===== config.mk =====
export PLATFORM = sky130hd
export DESIGN_NAME = bounded_field_packer_top
export DESIGN_NICKNAME = d
export VERILOG_FILES = /design/src/hdl/bfp_pkg.sv /design/src/hdl/bounded_field_packer_top.sv /design/src/hdl/bfp_front.sv /design/src/hdl/bfp_queue.sv /design/src/hdl/bfp_back.sv
export VERILOG_INCLUDE_DIRS = /design/src /design/src/hdl
export SDC_FILE = /design/constraint.sdc
export NUM_CORES = 1
export LEC_CHECK = 0
export BUFFER_PORTS_ARGS = -buffer_cell sky130_fd_sc_hd__clkbuf_2
export CAP_MARGIN = 15
export CORE_ASPECT_RATIO = 0.5
export CORE_MARGIN = 4
export CORE_UTILIZATION = 55
export CTS_CLUSTER_SIZE = 28
export DETAILED_ROUTE_END_ITERATION = 10
export PLACE_DENSITY = 0.74
export SLEW_MARGIN = 20
export SYNTH_ARGS = -nofsm -noshare
export SYNTH_HDL_FRONTEND = slang
export SYNTH_SLANG_ARGS = --single-unit

===== constraint.sdc =====
create_clock -name clock -period 8.6 [get_ports clock]
set_input_delay 0.43 -clock clock [delete_from_list [all_inputs] [get_ports clock]]
set_output_delay 0.43 -clock clock [all_outputs]
set_load 0.02 [all_outputs]

===== src/hdl/bounded_field_packer_top_macros.svh =====
// Assertion macros for the bounded field packer.
// Depends on nothing; included by bounded_field_packer_top.sv.
`ifndef BOUNDED_FIELD_PACKER_TOP_MACROS_SVH
`define BOUNDED_FIELD_PACKER_TOP_MACROS_SVH

`ifndef SYNTHESIS
// same-cycle implication
`define BFP_ASSERT_IMPL(label, clk, rst, a, b) \
   label: assert property (@(posedge clk) disable iff (rst) (a) |-> (b)) \
      else $error("bfp assertion failed");
// next-cycle implication
`define BFP_ASSERT_NEXT(label, clk, rst, a, b) \
   label: assert property (@(posedge clk) disable iff (rst) (a) |=> (b)) \
      else $error("bfp assertion failed");
`else
`define BFP_ASSERT_IMPL(label, clk, rst, a, b)
`define BFP_ASSERT_NEXT(label, clk, rst, a, b)
`endif

`endif


===== src/hdl/bfp_pkg.sv =====
// Shared types and constants of the bounded field packer.
// Depends on nothing; used by every module of the block.
package bfp_pkg;

   localparam int SIZE_BITS = 16;
   // width for size arithmetic: covers SIZE_BITS, the 16-bit capacity and a carry
   localparam int WIDE_W = ((SIZE_BITS > 16) ? SIZE_BITS : 16) + 1;

   localparam int QUEUE_DEPTH = 4;
   localparam int QUEUE_AW    = 2;

   localparam logic [2:0] MODE_START = 3'd0;
   localparam logic [2:0] MODE_BOUND = 3'd1;
   localparam logic [2:0] MODE_BOOL  = 3'd2;
   localparam logic [2:0] MODE_WORD  = 3'd3;
   localparam logic [2:0] MODE_DWORD = 3'd4;
   localparam logic [2:0] MODE_RAW   = 3'd5;

   typedef struct packed {
      logic [2:0]  mode;
      logic        is_signed;
      logic [63:0] value;
      logic [63:0] min_value;
      logic [63:0] max_value;
      logic        run_end;
   } req_type;

   typedef struct packed {
      logic        byte_valid;
      logic [7:0]  out_byte;
      logic [15:0] byte_offset;
      logic        last;
      logic        field_ok;
      logic        run_end_echo;
      logic [15:0] size_after;
   } rsp_type;

   // one queued job: bytes left-aligned in data, sent from the top down
   typedef struct packed {
      logic        byte_valid;
      logic [63:0] data;
      logic [2:0]  last_idx;
      logic [15:0] base;
      logic        field_ok;
      logic        run_end_echo;
      logic [15:0] size_after;
   } cmd_type;

   typedef struct packed {
      logic full;
      logic empty;
   } q_status_type;

   function automatic logic [15:0] size_to_16(input logic [SIZE_BITS-1:0] v);
      logic [WIDE_W-1:0] ext;
      ext = {{(WIDE_W-SIZE_BITS){1'b0}}, v};
      return ext[15:0];
   endfunction

endpackage


===== src/hdl/bounded_field_packer_top.sv =====
// Top level of the bounded field packer: front end, job queue, back end.
// Depends on bfp_pkg, bfp_front, bfp_queue, bfp_back and the macros header.
//
//   channel  direction  handshake            payload
//   req      in         req_valid/req_stall  bfp_pkg::req_type
//   rsp      out        rsp_valid/rsp_stall  bfp_pkg::rsp_type
//   csr      in         csr_valid/csr_ready  buffer capacity, 16 bits
//
// Rate: one result per cycle out of the back end while rsp_stall is low; each
//   item gives one result per byte it writes (1, 2, 4 or 8), one if none; the byte
//   serializer sets that. The front end takes one item a cycle while req_stall is low.
// Path: an item is registered in the front stage (classify), checked and written
//   into the queue (check), then registered in the output register (output).
// Reset: synchronous, clears state at once; no clearing pass.
// Stalls: rsp_stall holds the output register; the four-entry queue then
//   fills, and req_stall rises once both the queue and the front stage are full.
`include "bounded_field_packer_top_macros.svh"

module bounded_field_packer_top (
   input  logic             clock,
   input  logic             reset,
   input  logic             req_valid,
   output logic             req_stall,
   input  bfp_pkg::req_type req_data,
   output logic             rsp_valid,
   input  logic             rsp_stall,
   output bfp_pkg::rsp_type rsp_data,
   input  logic             csr_valid,
   output logic             csr_ready,
   input  logic [15:0]      csr_data
);

   logic                  q_push, q_pop;
   bfp_pkg::cmd_type      q_push_cmd, q_head;
   bfp_pkg::q_status_type q_status;

   // capacity register always takes a write
   assign csr_ready = 1'b1;

   // classify + range/capacity check, owns used size and valid flag
   bfp_front u_front (
      .clock     (clock),
      .reset     (reset),
      .req_valid (req_valid),
      .req_stall (req_stall),
      .req_data  (req_data),
      .cap_we    (csr_valid),
      .cap_data  (csr_data),
      .q_status  (q_status),
      .push      (q_push),
      .push_cmd  (q_push_cmd)
   );

   // decouples the checking pace from the byte pace
   bfp_queue u_queue (
      .clock    (clock),
      .reset    (reset),
      .push     (q_push),
      .push_cmd (q_push_cmd),
      .pop      (q_pop),
      .head     (q_head),
      .status   (q_status)
   );

   // one byte per transfer, most significant first
   bfp_back u_back (
      .clock     (clock),
      .reset     (reset),
      .head      (q_head),
      .q_status  (q_status),
      .pop       (q_pop),
      .rsp_valid (rsp_valid),
      .rsp_stall (rsp_stall),
      .rsp_data  (rsp_data)
   );

   // front never pushes into a full queue
   `BFP_ASSERT_IMPL(a_no_push_full, clock, reset, q_push, !q_status.full)
   // queue is empty once reset is applied
   `BFP_ASSERT_NEXT(a_reset_empty, clock, 1'b0, reset, q_status.empty)
   // pending work keeps the output busy after a transfer
   `BFP_ASSERT_NEXT(a_out_busy, clock, reset, rsp_valid && !rsp_stall && !q_status.empty,
                    rsp_valid)

endmodule


===== src/hdl/bfp_front.sv =====
// Front end: accepts items, classifies them, checks range and capacity, keeps state.
// Depends on bfp_pkg.
module bfp_front (
   input  logic                  clock,
   input  logic                  reset,
   input  logic                  req_valid,
   output logic                  req_stall,
   input  bfp_pkg::req_type      req_data,
   input  logic                  cap_we,
   input  logic [15:0]           cap_data,
   input  bfp_pkg::q_status_type q_status,
   output logic                  push,
   output bfp_pkg::cmd_type      push_cmd
);

   typedef enum logic [1:0] {
      KIND_START,
      KIND_FIELD,
      KIND_IGNORE
   } kind_type;

   function automatic logic le64(input logic [63:0] a, input logic [63:0] b,
                                 input logic sgn);
      return {a[63] ^ sgn, a[62:0]} <= {b[63] ^ sgn, b[62:0]};
   endfunction

   // classified item
   logic        stage_valid_ff, stage_valid_in;
   kind_type    kind_ff, kind_in;
   logic [3:0]  nbytes_ff, nbytes_in;
   logic [63:0] data_ff, data_in;
   logic        range_bad_ff, range_bad_in;
   logic        echo_ff;

   logic [bfp_pkg::SIZE_BITS-1:0] used_ff, used_in;
   logic                          ok_ff, ok_in;
   logic [15:0]                   cap_ff;

   logic        accept;
   logic [63:0] range, diff;
   logic [bfp_pkg::WIDE_W-1:0] sum_w, cap_w, mask_w;
   logic        fail;

   assign req_stall = stage_valid_ff && q_status.full;
   assign accept    = req_valid && !req_stall;
   assign push      = stage_valid_ff && !q_status.full;

   assign range = req_data.max_value - req_data.min_value;
   assign diff  = req_data.value - req_data.min_value;

   always_comb begin
      kind_in      = KIND_FIELD;
      nbytes_in    = 4'd1;
      data_in      = '0;
      range_bad_in = 1'b0;
      case (req_data.mode)
         bfp_pkg::MODE_START: kind_in = KIND_START;
         bfp_pkg::MODE_BOUND: begin
            range_bad_in = !le64(req_data.min_value, req_data.value, req_data.is_signed) ||
                           !le64(req_data.value, req_data.max_value, req_data.is_signed);
            if (range[63:8] == '0) begin
               nbytes_in = 4'd1;
               data_in   = {diff[7:0], 56'd0};
            end else if (range[63:16] == '0) begin
               nbytes_in = 4'd2;
               data_in   = {diff[15:0], 48'd0};
            end else if (range[63:32] == '0) begin
               nbytes_in = 4'd4;
               data_in   = {diff[31:0], 32'd0};
            end else begin
               nbytes_in = 4'd8;
               data_in   = diff;
            end
         end
         bfp_pkg::MODE_BOOL:  data_in = {7'd0, (req_data.value != '0), 56'd0};
         bfp_pkg::MODE_WORD: begin
            nbytes_in = 4'd4;
            data_in   = {req_data.value[31:0], 32'd0};
         end
         bfp_pkg::MODE_DWORD: begin
            nbytes_in = 4'd8;
            data_in   = req_data.value;
         end
         bfp_pkg::MODE_RAW:   data_in = {req_data.value[7:0], 56'd0};
         default:             kind_in = KIND_IGNORE;
      endcase
   end

   // capacity check against current state
   assign mask_w = {{(bfp_pkg::WIDE_W-bfp_pkg::SIZE_BITS){1'b0}}, {bfp_pkg::SIZE_BITS{1'b1}}};
   assign sum_w  = {{(bfp_pkg::WIDE_W-bfp_pkg::SIZE_BITS){1'b0}}, used_ff} +
                   {{(bfp_pkg::WIDE_W-4){1'b0}}, nbytes_ff};
   always_comb begin
      cap_w = {{(bfp_pkg::WIDE_W-16){1'b0}}, cap_ff};
      if (cap_w > mask_w) cap_w = mask_w;
   end
   assign fail = !ok_ff || range_bad_ff || (sum_w > cap_w);

   always_comb begin
      used_in               = used_ff;
      ok_in                 = ok_ff;
      push_cmd.byte_valid   = 1'b0;
      push_cmd.data         = '0;
      push_cmd.last_idx     = '0;
      push_cmd.base         = '0;
      push_cmd.field_ok     = ok_ff;
      push_cmd.run_end_echo = echo_ff;
      push_cmd.size_after   = bfp_pkg::size_to_16(used_ff);
      unique case (kind_ff)
         KIND_START: begin
            used_in             = '0;
            ok_in               = 1'b1;
            push_cmd.field_ok   = 1'b1;
            push_cmd.size_after = '0;
         end
         KIND_FIELD: begin
            if (fail) begin
               ok_in             = 1'b0;
               push_cmd.field_ok = 1'b0;
            end else begin
               used_in             = sum_w[bfp_pkg::SIZE_BITS-1:0];
               push_cmd.byte_valid = 1'b1;
               push_cmd.data       = data_ff;
               push_cmd.last_idx   = nbytes_ff[2:0] - 3'd1;
               push_cmd.base       = bfp_pkg::size_to_16(used_ff);
               push_cmd.field_ok   = 1'b1;
               push_cmd.size_after = sum_w[15:0];
            end
         end
         KIND_IGNORE: ;
         default: ;
      endcase
   end

   always_comb begin
      stage_valid_in = stage_valid_ff;
      if (accept)    stage_valid_in = 1'b1;
      else if (push) stage_valid_in = 1'b0;
   end

   always_ff @(posedge clock) begin
      if (reset) begin
         stage_valid_ff <= 1'b0;
         used_ff        <= '0;
         ok_ff          <= 1'b1;
         cap_ff         <= 16'hFFFF;
      end else begin
         stage_valid_ff <= stage_valid_in;
         if (push) begin
            used_ff <= used_in;
            ok_ff   <= ok_in;
         end
         if (cap_we) cap_ff <= cap_data;
      end
   end

   always_ff @(posedge clock) begin
      if (accept) begin
         kind_ff      <= kind_in;
         nbytes_ff    <= nbytes_in;
         data_ff      <= data_in;
         range_bad_ff <= range_bad_in;
         echo_ff      <= req_data.run_end;
      end
   end

endmodule


===== src/hdl/bfp_queue.sv =====
// Short job queue between the front and back ends.
// Depends on bfp_pkg.
module bfp_queue (
   input  logic                  clock,
   input  logic                  reset,
   input  logic                  push,
   input  bfp_pkg::cmd_type      push_cmd,
   input  logic                  pop,
   output bfp_pkg::cmd_type      head,
   output bfp_pkg::q_status_type status
);

   bfp_pkg::cmd_type entry_ff [bfp_pkg::QUEUE_DEPTH];
   logic [bfp_pkg::QUEUE_AW-1:0] wr_ptr_ff, rd_ptr_ff;
   logic [bfp_pkg::QUEUE_AW:0]   count_ff;

   assign head         = entry_ff[rd_ptr_ff];
   assign status.full  = (count_ff == (bfp_pkg::QUEUE_AW+1)'(bfp_pkg::QUEUE_DEPTH));
   assign status.empty = (count_ff == '0);

   always_ff @(posedge clock) begin
      if (reset) begin
         wr_ptr_ff <= '0;
         rd_ptr_ff <= '0;
         count_ff  <= '0;
      end else begin
         if (push) wr_ptr_ff <= wr_ptr_ff + 1'b1;
         if (pop)  rd_ptr_ff <= rd_ptr_ff + 1'b1;
         case ({push, pop})
            2'b10:   count_ff <= count_ff + 1'b1;
            2'b01:   count_ff <= count_ff - 1'b1;
            default: count_ff <= count_ff;
         endcase
      end
   end

   always_ff @(posedge clock) begin
      if (push) entry_ff[wr_ptr_ff] <= push_cmd;
   end

endmodule


===== src/hdl/bfp_back.sv =====
// Back end: one registered result per byte of each job, or one if it has none.
// Depends on bfp_pkg.
module bfp_back (
   input  logic                  clock,
   input  logic                  reset,
   input  bfp_pkg::cmd_type      head,
   input  bfp_pkg::q_status_type q_status,
   output logic                  pop,
   output logic                  rsp_valid,
   input  logic                  rsp_stall,
   output bfp_pkg::rsp_type      rsp_data
);

   logic             rsp_valid_ff;
   bfp_pkg::rsp_type rsp_data_ff, rsp_data_in;
   logic [2:0]       idx_ff;
   logic             out_free, take, last_byte;
   logic [63:0]      shifted;

   assign out_free  = !rsp_valid_ff || !rsp_stall;
   assign take      = out_free && !q_status.empty;
   assign last_byte = (idx_ff == head.last_idx);
   assign pop       = take && last_byte;
   assign shifted   = head.data << {idx_ff, 3'b000};

   always_comb begin
      rsp_data_in.byte_valid   = head.byte_valid;
      rsp_data_in.out_byte     = shifted[63:56];
      rsp_data_in.byte_offset  = head.base + {13'd0, idx_ff};
      rsp_data_in.last         = last_byte;
      rsp_data_in.field_ok     = head.field_ok;
      rsp_data_in.run_end_echo = head.run_end_echo;
      rsp_data_in.size_after   = head.size_after;
   end

   always_ff @(posedge clock) begin
      if (reset) begin
         rsp_valid_ff <= 1'b0;
         idx_ff       <= '0;
      end else begin
         if (out_free) rsp_valid_ff <= !q_status.empty;
         if (take)     idx_ff <= last_byte ? 3'd0 : idx_ff + 3'd1;
      end
   end

   always_ff @(posedge clock) begin
      if (take) rsp_data_ff <= rsp_data_in;
   end

   assign rsp_valid = rsp_valid_ff;
   assign rsp_data  = rsp_data_ff;

endmodule

Word level (Yosys, flattened, before mapping) --
Memories as Yosys holds them, arrays and structs flattened. A register that Yosys moved wholly into a read port is not among the register bits. Cells that the tools add are included.
Word-level totals: bits in registers 161, memory bits (writable) 408, input bits 218, output and inout bits 47, logic and storage cells 106, memories 1
Cells by class: add/subtract/negate cells 10, $lt $le $gt $ge 4, equality and inequality tests 11, shift-type cells 1, multiplexer cells 26, bitwise gates (word level) 3, reductions and logical operators 29
Memory list:
- u_queue.entry_ff | words 4, width 102, read ports 1, clocked after Yosys merged registers in 1, wr ports 1, RTL line bfp_queue.sv:13 | bfp_pkg::cmd_type entry_ff [bfp_pkg::QUEUE_DEPTH];
Operators with widths (number):
- case mux 64 bit (5 select lines) | 1
- 2-to-1 mux 64 bit | 3
- 2-to-1 mux 84 bit | 2
- less-or-equal comparator 64 bit | 2
- subtractor 64 bit | 2
- nonzero test 64 bit | 1
- << shifter 64 x 6 -> 64 bit | 1
- zero test 56 bit | 1
- zero test 48 bit | 1
- zero test 32 bit | 1
- 2-to-1 mux 16 bit | 2
- case mux 16 bit (2 select lines) | 1
- adder 16 x 4 -> 17 bit | 1
- > comparator 17 x 16 -> 1 bit | 1
- adder 16 x 3 -> 16 bit | 1
- > comparator 16 bit, second input constant | 1
- 2-to-1 mux 4 bit | 3
- case mux 4 bit (3 select lines) | 1
- equality test 3 bit, second input constant | 3
- zero test 1 bit | 8
- adder 3 x 1 -> 3 bit, second input constant | 2
- equality test 3 x 2 -> 1 bit, second input constant | 2
- zero test 3 bit | 2
- 2-to-1 mux 1 bit | 6
- other kinds (19) | 35

Longest topological paths before layout --
depth in word-level cells 6, gate-level depth with buffers 22

Modules after synthesis --
A second synthesis with hierarchy kept.
Unflattened totals: cell total of the unflattened synthesis 3165, area total of the unflattened synthesis 35858.1 µm²
Modules (own cells, without submodules):
- bfp_front | instances 1, cells each 2442, area each 18313.8 µm²
- bfp_queue | instances 1, cells each 579, area each 15145.8 µm²
- bfp_back | instances 1, cells each 142, area each 2387.3 µm²
- bounded_field_packer_top | instances 1, cells each 2, area each 11.3 µm²

Worst setup path after synthesis --
OpenSTA, ideal clock, no wires.
kind reg2reg, from register with a tool-made name, to register u_back.rsp_data_ff, in the netlist u_back.rsp_data[34] (data pin), setup time 0.258 ns, arrival 4.324 ns, data required time 8.342 ns, setup slack 4.018 ns, stages on the path, launching flop included 15, buffers on the path 4, cells stage by stage dfxtp_1 -> buf_1 -> clkbuf_1 -> clkbuf_1 -> buf_1 -> mux4_2 -> ha_1 -> a21oi_1 -> nor2_1 -> and3_1 -> and3_1 -> nand3_1 -> nor2_1 -> nand3_1 -> xnor2_1
RTL lines:
- end signal: assignment | RTL line bfp_back.sv:47 | if (take) rsp_data_ff <= rsp_data_in;
- end: declaration | RTL line bfp_back.sv:15 | bfp_pkg::rsp_type rsp_data_ff, rsp_data_in;

==> flow_summary_export.csv <==
group,metric,value,unit
worst_setup_path,cp-start-kind,"flip-flop",
sta,fin_crit,5.867,ns
sta,setup_tns,0,ns
final_layout,area_growth,10.61,%
power_and_ir_drop,vdd_drop_max,0.0001522,V
worst_setup_path,rr_worst_depth,18,
synthesis,synth_cell_types,93,
sta,finalHoldViolCount,0,
floorplan,initial_core_util,55.69,%
detailed_routing,drt_iter0_drc,2580,
floorplan,std_cell_rows,65,
floorplan,core_area,63190,um^2
synthesis,syn_inst,3078,
clocking,numCtsBuffers,53,
worst_setup_path,r2r_start,"u_front.nbytes_ff[1]",
worst_setup_path,r2r_setup_slack,2.73,ns
floorplan,die_h,186.9,um
detailed_routing,drc,0,
worst_setup_path,worstSetupPathType,"reg -> reg",
clocking,post_cts_buffers,0,
synthesis,ys_warn_count,0,
clocking,hold_buffers,0,
grt,antenna_found_initial,4,
worst_setup_path,arrival,6.18,ns
worst_hold_path,worstHoldEndpoint,"u_front.echo_ff",
detailed_routing,vias,26307,
worst_setup_path,worst_r2r_endpoint,"u_queue.entry_ff[0][65]",
final_layout,fin_util,61.60,%
placed_design,dp_slack,2.783,ns
grt,grtUsageTotal,30.18,%
power_and_ir_drop,p_leak,15.49,nW
sta,finalCritPeriodShare,68.22,%
clocking,h-tree-depth,2,
final_layout,nets,3778,
sta,rsz0062_at_grt,"no",
placed_design,numPortBuffers,263,
floorplan,io_pins,265,
synthesis,synth-edff-count,524,
grt,grt_pass1_wl,158.4,mm
sta,setup_viol,0,
synthesis,synth-seq-cells,571,
job,drv_cap,0,
clocking,cts_root_buf,"clkbuf_16",
worst_setup_path,critPathMaxFanout,55,
clocking,cts.sinks,571,
sta,report.final.slew_viol_count,0,
detailed_routing,viasPerCell,6.325,
detailed_routing,wl_per_cell,25.51,um
sta,relSlewSlack,26.62,%
worst_setup_path,crit_path_end_kind,"flip-flop",
floorplan,die-width,365.7,um
clocking,cts_buffer_depth,3,
final_layout,final_layout_size_suffix_gt1_share,16.33,%
synthesis,syn-num-nets,3581,
grt,grt_max_degree,73,
clocking,cts_repair_resize_count,0,
placed_design,hpwlAfterDp,80.26,mm
grt,grt_pass1_vias,25548,
synthesis,ys.flop_type,"edfxtp_1",
sta,fin_skew,0.01979,ns
sta,layout_setup_ws,2.733,ns
status,status,"complete, no violations",
synthesis,async_flop_share,0,%
detailed_routing,drt_pre_antenna_iters,6,
floorplan,dieArea,68340,um^2
synthesis,syn_avg_cell_area,11.43,um^2
sta,tightest_slew,1.098,ns
clocking,cts_tree,"yes",
detailed_routing,ant_nets,0,
power_and_ir_drop,power_density,180.6,nW/um^2
placed_design,place_congestion,1.002,
synthesis,syn_area,35190,um^2
sta,timing.fmax,0.1705,GHz
clocking,clk_pin_slew,0.06,ns
grt,grt-ovfl-total,0,
synthesis,ys_seq_area_share,47.39,%
clocking,worstSkewPairLatency,0.59,ns
worst_hold_path,hold_class,"in -> reg",
worst_setup_path,required,8.91,ns
worst_hold_path,hold_depth,1,
worst_hold_path,holdCritStartpoint,"req_data[0]",
detailed_routing,wl,106.1,mm
==> layer usage <==
metal | global-route usage, % | vias up | wire length, um | share of wire (%)
met5 | 0 | - | 13 | 0.012
met4 | 11.75 | 2 | 4694 | 4.4
met3 | 4.413 | 245 | 7971 | 7.5
met2 | 47.76 | 1229 | 48210 | 45
met1 | 42.51 | 12800 | 45210 | 43
li1 | - | 12031 | - | -
==> critical path, stage by stage (launching register included) <==
cell,delay (ns)
edfxtp_1,0.53
ha_1,0.34
a21o_1,0.17
a21oi_1,0.23
nor2b_1,0.09
o2111ai_1,0.48
or2_2,0.26
inv_1,0.09
and3_1,0.19
xor2_1,0.25
ha_1,0.33
nand4_1,0.10
nor4_1,0.08
a311o_1,0.32
a21oi_1,0.26
or3_1,0.42
clkinv_2,0.59
buf_4,0.51
and2_1,0.31
==> kinds of logic (layout without fill, tap and decap cells) <==
logic type / count (synthesis) / after routing / synth area share, %
flops: 571 / 571 / 47.39
fa+ha+maj: 285 / 285 / 10.22
mux: 183 / 183 / 9.447
compound gates: 762 / 762 / 14.40
simple gates: 738 / 738 / 10.71
other cells: 1 / 4 / 0.01066
xor+xnor: 138 / 138 / 3.435
buf+inv: 400 / 641 / 4.394
==> cells in the final DEF, fill, tap and decap left out, types with 10 or more instances in the layout <==
| master | count |
|---|---|
| nor2b_1 | 35 |
| nand2b_1 | 24 |
| a211oi_1 | 14 |
| a221o_1 | 12 |
| mux2i_1 | 52 |
| mux4_2 | 118 |
| a21oi_1 | 204 |
| or3_1 | 19 |
| o31ai_1 | 12 |
| and3_1 | 28 |
| mux2_2 | 13 |
| a22o_1 | 46 |
| xnor2_1 | 78 |
| inv_1 | 252 |
| o21bai_1 | 16 |
| nand3_1 | 38 |
| xor2_1 | 60 |
| o21a_1 | 31 |
| a22oi_1 | 19 |
| a21o_1 | 92 |
| clkinv_2 | 17 |
| nor4_1 | 35 |
| clkinv_1 | 11 |
| ha_1 | 281 |
| and2_1 | 85 |
| o2111ai_1 | 10 |
| o211ai_1 | 37 |
| nor2_1 | 138 |
| nor3_1 | 27 |
| o21ai_0 | 143 |
| edfxtp_1 | 524 |
| nand4_1 | 67 |
| nand2_1 | 194 |
| a31oi_1 | 27 |
| a21boi_0 | 11 |
| dfxtp_1 | 45 |
| clkbuf_2 | 263 |
| clkbuf_16 | 55 |
| buf_4 | 22 |
==> registers in the layout, summed over array words and instances, names as in the netlist, named ones only <==
| signal | cells |
|---|---|
| u_queue.entry_ff | 408 |
| u_front.data_ff | 64 |
| u_back.rsp_data | 44 |
| u_front.cap_ff | 16 |
| u_front.used_ff | 16 |
| u_front.nbytes_ff | 4 |
| u_back.idx_ff | 3 |
| u_queue.count_ff | 3 |
| u_front.kind_ff | 2 |
| u_queue.rd_ptr_ff | 2 |
| u_queue.wr_ptr_ff | 2 |
| u_back.rsp_valid | 1 |
| u_front.echo_ff | 1 |
| u_front.ok_ff | 1 |
| u_front.range_bad_ff | 1 |
| u_front.stage_valid_ff | 1 |
==> area by class of cell <==
cell class                      instances  area [um^2]
Sequential cell                       571        16680
Timing Repair Buffer                  285         1481
Clock buffer                           63         1406
Inverter                              257        967.2
Clock inverter                         36        314.1
Antenna cell                            3        7.507
Tap cell                              837         1047
Fill cell                            5041        24270
Multi-Input combinational cell       2107        17020
==> synthesized netlist by cell type (16+ instances only) <==
| library cell | count | share of area, % |
|---|---|---|
| o211ai_1 | 37 | 0.79 |
| or3_1 | 19 | 0.34 |
| dfxtp_1 | 47 | 2.7 |
| mux2i_1 | 52 | 1.5 |
| o21ai_0 | 143 | 2.0 |
| nand2_1 | 194 | 2.1 |
| xor2_1 | 60 | 1.5 |
| ha_1 | 281 | 10 |
| nor4_1 | 35 | 0.62 |
| nor2b_1 | 36 | 0.64 |
| mux4_2 | 118 | 7.6 |
| o21bai_1 | 16 | 0.34 |
| o21a_1 | 31 | 0.66 |
| a31oi_1 | 27 | 0.48 |
| clkbuf_1 | 108 | 1.2 |
| nand3_1 | 38 | 0.54 |
| and3_1 | 32 | 0.57 |
| nor2_1 | 139 | 1.5 |
| edfxtp_1 | 524 | 45 |
| nand2b_1 | 24 | 0.43 |
| inv_1 | 254 | 2.7 |
| xnor2_1 | 78 | 1.9 |
| nand4_1 | 67 | 1.2 |
| and2_1 | 85 | 1.5 |
| a22o_1 | 46 | 1.1 |
| a22oi_1 | 19 | 0.41 |
| nor3_1 | 30 | 0.43 |
| a21oi_1 | 204 | 2.9 |
| a21o_1 | 92 | 2.0 |
==> how the worst max path moves through the flow <==
stage                         start                 endpoint  slack (ns)
3_3_place_gp           req_data[66]      u_front.data_ff[32]        2.87
3_5_place_dp           req_data[66]      u_front.data_ff[32]        2.78
4_1_cts        u_front.nbytes_ff[1]  u_queue.entry_ff[3][72]        2.84
5_1_grt        u_front.nbytes_ff[1]  u_queue.entry_ff[0][84]        2.38
6_report       u_front.nbytes_ff[1]  u_queue.entry_ff[0][65]        2.73
2_1_floorplan             flip-flop      u_back.rsp_data[34]        4.02
==> report_power, final <==
part	internal [mW]	switching (mW)
clock	1.32	1.01
sequential	3.16	0.0529
combinational	0.536	0.943
total	5.02	2.01
==> per-stage QoR <==
stage,std cells,cell area (um^2),hold WS [ns],power [mW]
after detailed placement,4057,37200,0.4697,4.717
after global routing,4159,38930,0.01682,7.303
after floorplan,3078,35190,0.4484,4.204
after global placement,4057,37200,0.4535,4.701
after CTS,4156,38920,0.006581,7.026
final,4159,38930,0.03389,7.029
Note: power is estimated with default switching activity, not from simulation.
